<file path="src/hsa_pkg.sv">
// types and constants for the handle slot allocator
// no dependencies
package hsa_pkg;

  localparam int unsigned HandleW = 48;
  localparam int unsigned SlotW   = 8;

  typedef enum logic [1:0] {
    REQ_ALLOC  = 2'd0,
    REQ_FREE   = 2'd1,
    REQ_LOOKUP = 2'd2,
    REQ_CLEAR  = 2'd3
  } req_type_e;

  typedef enum logic [1:0] {
    ST_OK       = 2'd0,
    ST_NULL     = 2'd1,
    ST_FULL     = 2'd2,
    ST_BAD_SLOT = 2'd3
  } status_e;

  typedef struct packed {
    req_type_e          req_type;
    logic [SlotW-1:0]   slot_index;
    logic [HandleW-1:0] object_handle;
    logic [HandleW-1:0] binding_handle;
  } hsa_req_t;

  typedef struct packed {
    status_e            status;
    logic [SlotW-1:0]   slot_out;
    logic [HandleW-1:0] object_out;
    logic [HandleW-1:0] binding_out;
  } hsa_rsp_t;

  typedef struct packed {
    logic push;
    logic pop;
    logic clear;
  } hsa_stack_ctl_t;

endpackage

</file>
<file path="src/hsa_free_stack.sv">
// lifo stack of freed slot numbers with a prefetched top entry
// depends on hsa_pkg
module hsa_free_stack #(
  parameter int unsigned SLOTS = 256,
  localparam int unsigned AddrW = $clog2(SLOTS)
) (
  input  logic                  clk_i,
  input  logic                  rst_ni,
  input  hsa_pkg::hsa_stack_ctl_t ctl_i,
  input  logic [AddrW-1:0]      push_slot_i,
  output logic [AddrW-1:0]      top_o,
  output logic [AddrW:0]        count_o
);
  import hsa_pkg::*;

  logic [AddrW-1:0] stack_mem [SLOTS];
  logic [AddrW:0]   count_q, count_d;
  logic [AddrW-1:0] top_q;
  logic [AddrW-1:0] wr_addr, rd_addr;

  always_comb begin
    count_d = count_q;
    if (ctl_i.clear) begin
      count_d = '0;
    end else if (ctl_i.push) begin
      count_d = count_q + 1'b1;
    end else if (ctl_i.pop) begin
      count_d = count_q - 1'b1;
    end
  end

  assign wr_addr = count_q[AddrW-1:0];
  assign rd_addr = AddrW'(count_d - 1'b1);

  always_ff @(posedge clk_i or negedge rst_ni) begin
    if (!rst_ni) begin
      count_q <= '0;
    end else begin
      count_q <= count_d;
    end
  end

  // top always tracks entry count_q - 1, forwarded from a push
  always_ff @(posedge clk_i) begin
    if (ctl_i.push) begin
      stack_mem[wr_addr] <= push_slot_i;
    end
    if (ctl_i.push && wr_addr == rd_addr) begin
      top_q <= push_slot_i;
    end else begin
      top_q <= stack_mem[rd_addr];
    end
  end

  assign top_o   = top_q;
  assign count_o = count_q;

endmodule

</file>
<file path="config.mk">
export PLATFORM = sky130hd
export DESIGN_NAME = hsa_free_stack
export DESIGN_NICKNAME = d
export VERILOG_FILES = /design/src/hsa_pkg.sv /design/src/hsa_free_stack.sv
export SDC_FILE = /design/constraint.sdc
export NUM_CORES = 2
export LEC_CHECK = 0
export BUFFER_PORTS_ARGS = -buffer_cell sky130_fd_sc_hd__buf_4
export CAP_MARGIN = 20
export CELL_PAD_IN_SITES_DETAIL_PLACEMENT = 0
export CELL_PAD_IN_SITES_GLOBAL_PLACEMENT = 1
export CORE_ASPECT_RATIO = 0.9
export CORE_MARGIN = 2
export CORE_UTILIZATION = 51
export CTS_CLUSTER_DIAMETER = 200
export DETAILED_ROUTE_END_ITERATION = 7
export PLACE_DENSITY_LB_ADDON = 0.1
export SLEW_MARGIN = 10
export SYNTH_ARGS = -nofsm -noshare
export SYNTH_HDL_FRONTEND = slang
export SYNTH_SLANG_ARGS = --single-unit
</file>
<file path="constraint.sdc">
create_clock -name clk_i -period 2.3 [get_ports clk_i]
set_input_delay 0.345 -clock clk_i [delete_from_list [all_inputs] [get_ports clk_i]]
set_output_delay 0.345 -clock clk_i [all_outputs]
set_load 0.01 [all_outputs]
</file>
# After elaboration in Yosys (flattened, before gate mapping)
# Memory sizes are Yosys's and may differ from the RTL's. A register that Yosys moved wholly into a read port is not among the register bits.
# Cells that the tools add are included.
# W data, S select, Z words.
op_classes:
  addsub: 3
  muxes: 5
ops:
  columns: ["op", "count"]
  rows:
  - ["$mux W9", 3]
  - ["$add A9 B1 Y9 const B", 1]
  - ["$sub A9 B1 Y9 const B", 1]
  - ["$sub A8 B1 Y8 const B", 1]
  - ["$mux W1", 2]
word_totals:
  output_inout_bits: 17
  reg_bits: 9
  ramBits: 2048
  mem_count: 1
memory_table:
  columns: ["name", "words", "word_bits", "rd", "rd_ports_with_merged_regs", "write_ports", "line_no", "text"]
  rows:
  - ["stack_mem", 256, 8, 1, 1, 1, "hsa_free_stack.sv:16", "logic [AddrW-1:0] stack_mem [SLOTS];"]

# Logic depth before layout (Yosys ltp)
logic_depth:
  depth_word: 5
  ltp_mapped: 10

# Worst setup path before layout
# OpenSTA, ideal clock, no wires.
synth_timing:
  path_type: "flip-flop to output port"
  start: "reg with a tool-made name"
  end: "out top_o[2]"
  path_stages_with_launch: 9
  arrival_time_ns: 2.096
  path_buffers: 3
  setup_slack_ns: -0.141
  t_required_ns: 1.955
  cell_sequence: "dfxtp_1 buf_6 buf_6 buf_2 mux4_2 a22oi_1 a21oi_1 nor4_1 nor4_1"
synth_lines:
  columns: ["element", "line_no", "text"]
  rows:
  - ["end: declaration", "hsa_free_stack.sv:11", "output logic [AddrW-1:0] top_o,"]

==> reports/results.txt <==
design area: 97800 µm²
effective utilization at floorplan: 51.2%
final core occ: 62.4%
Worst-Margin Slew: 746 ps
post-synthesis async set-or-reset flop share: 0.436%
Clk pwr share: 34.7%
synth unique cells: 68
critical-path maximum fanout: 7
total of max-cap violations: 0
DR iter-0 viols: 5257
Clock Sinks: 2065
VDD IR-drop max: 0.803 mV
final worst slack: -1750 ps
syn avg cell area: 20.8 µm²
Final Cycle Share: 176%
Die Span Y: 380 µm
Crit Path Category: flop to primary output
Leak: 32.6 nW
IO Port Bufs: 29
Final setup viols: 8
NetSw: 24.7 mW
global-route wire length before repair: 307 mm
TritonCTS clock tree: built
slowest CP cell: mux4_2
Pint: 68.1 mW
I/O Pins: 30
post-DR wirelength/cell: 30.6 µm
ys flop type: edfxtp_1
count leader, synth: edfxtp_1
failing checks: negative setup slack
Power, Total: 92.8 mW
full die area: 161000 µm²
Total Wirelength: 213 mm
warnings from Yosys: 0
largest net degree at the start of global routing: 101
endpoint type of the worst setup path: primary output
Crit path max-delay family: buffers and inverters
routed vias/inst: 6.11
Layout area overhead: 21.9%
Comb pwr share: 20.4%
Final Hold Fails: 0
worst hold slack: 52.9 ps
DP HPWL: 139 mm
Yosys top cell area share: 76.7%
Final Skew: 30.3 ps
Post-synth EDFFs: 2048
number of diodes: 0
DRC: 0
Placement Rows: 138
Post-synth top cells: edfxtp_1, mux4_2, nor2_1, mux2i_1, a22oi_1
leading area contributor after synthesis: edfxtp_1
placed cell areas: 88800 µm²
max incr delay on CP: 540 ps
Nets: 4709
Sw Share: 26.6%
final period demand of the worst path: 4050 ps
sequential standard cell area: 61900 µm²
via count: 42.5k
Routed Antenna Nets: 0
crit path DAT: 3710 ps
GR Overflow Total: 0
GP Congestion: 0.851
Synth area leaders: edfxtp_1, mux4_2, mux2i_1, nor2_1, a22oi_1
H-tree depth: 4
max_slew headroom: 50.1%
Startpoint Class: flop
min-delay worst type: primary input to flop
Filler cells: 10.9k
crit-path cells: buf_6, buf_12, buf_12, buf_8, mux4_2, a22o_4, a221oi_4, buf_4, o22ai_2, nor3_2, buf_4, nor4_4, buf_4
syn nets: 3881
multi-input logic area: 18400 µm²
Slew Viols, Final: 0
number of global-route vias before repair: 43.2k
Crit path required time: 1960 ps
CTS Buf Count: 199
clock-pin slew of the registers on the worst-case setup and hold paths: 60 ps
outcome: finished, violations left
synthesized flop and latch total: 2065
PwrDens: 948 nW/µm²
post-synthesis sequential area ratio: 77.1%
RSZ-0062 raised after global routing: true
most used cell, CP: buf_4
root buf cell: clkbuf_16
Cells after Synth: 3863
Buf+Inv Stages, Crit Path: 7
clock buffer depth: 3
Skew-Pair Late Insertion Delay: 840 ps
Core ar.: 157000 µm²
drt first pass iters: 5
All-Layer GR Usage: 26.6%
layout cell share with drive strength beyond 1: 37.3%
initial antenna violation count: 2
reg-to-reg slack, setup: 30 ps
Place WS: -1700 ps
top achievable clock speed: 247 MHz
Post-Syn Area: 80200 µm²
Reg power frac: 44.9%
Die Wd: 422 µm
## final timing paths
check                      cells past startpoint                     endpoint                    from
setup / recovery                              13                     top_o[1]                    flop
hold / removal                                 2  stack_mem[192][7]$_DFFE_PP_          push_slot_i[7]
setup reg to reg                              12                         flop    count_o[1]$_DFF_PN0_
hold reg to reg                                2       count_o[8]$_DFFE_PN0P_  count_o[8]$_DFFE_PN0P_
max in group asynchronous                      3         count_o[6]$_DFF_PN0_                  rst_ni
min in group asynchronous                      3         count_o[1]$_DFF_PN0_                  rst_ni
## registers in the layout (all words and copies together) (netlist names), named ones only
signal,cells
count_o,9
stack_mem,2048
## area by class of cell
cell class | instances | share of cell area (%)
Clock buffer | 233 | 5.26
Clock inverter | 139 | 1.32
Multi-Input combinational cell | 1553 | 18.8
Inverter | 7 | 0.0269
Timing Repair Buffer | 865 | 8.67
Sequential cell | 2065 | 63.3
Tap cell | 2100 | 2.69
## routing by layer
layer | track usage [%] | vias to the layer above | share of wire (%)
met3 | 4.25 | 288 | 7.6
met1 | 39.0 | 22600 | 42
li1 | - | 17800 | -
met4 | 6.67 | 0 | 2.4
met5 | 0 | - | 0
met2 | 42.2 | 1797 | 48
## through the flow
stage | std cells | setup TNS [ps]
after floorplan | 3863 | -442
after global placement | 6513 | -37390
after detailed placement | 6513 | -48620
after CTS | 6937 | -14130
after global routing | 6962 | -14360
final | 6962 | -13740
## cell families after synthesis
kind of cell / count (synthesis) / synth area share [%]
DFF: 2065 / 77.1
muxes: 605 / 14.1
and+or+nand+nor: 487 / 2.74
AOI/OAI and AO/OA: 444 / 3.91
buffers and inverters: 245 / 1.88
xor gates and xnor gates: 12 / 0.131
adders and majority gates: 5 / 0.0780
## power by group through the flow
| stage | sequential, mW | clock [mW] | combinational, mW |
|---|---|---|---|
| 3_3_place_gp | 42.5 | 0 | 16.8 |
| 2_1_floorplan | 42.4 | 0 | 7.74 |
| 6_report | 41.7 | 32.2 | 19.0 |
| 4_1_cts | 41.7 | 32.7 | 18.2 |
| 5_1_grt | 41.7 | 34.1 | 19.7 |
| 3_5_place_dp | 42.5 | 0 | 16.9 |
## repair_timing
action,in CTS,in global routing
gates resized for setup,222,152
hold buffers,6,0
buffers inserted,40,27
pin swaps,38,42
setup endpoints to repair,348,258
endpoints found under the hold margin,93,0
gates cloned,7,1
## layout by cell type, fill, tap and decap left out, types with 16 or more instances in the layout
cell type,synthesis,layout
edfxtp_1,2048,2048
buf_4,32,676
mux4_2,422,422
nor2_1,291,217
clkbuf_16,0,202
mux2i_1,182,181
buf_12,13,117
a22oi_1,138,116
a21oi_1,94,77
clkinv_1,0,58
nor2_2,0,44
nand2_1,44,43
o22ai_1,45,36
buf_6,15,35
clkinv_2,0,34
clkbuf_1,111,32
nor2_4,0,30
nand3_1,22,22
a22oi_2,0,22
o221ai_1,30,19
bufinv_16,0,19
nor4_4,0,17
nor3_1,29,16
a22o_1,20,16
No activity file was read; power rests on OpenSTA's default activity.
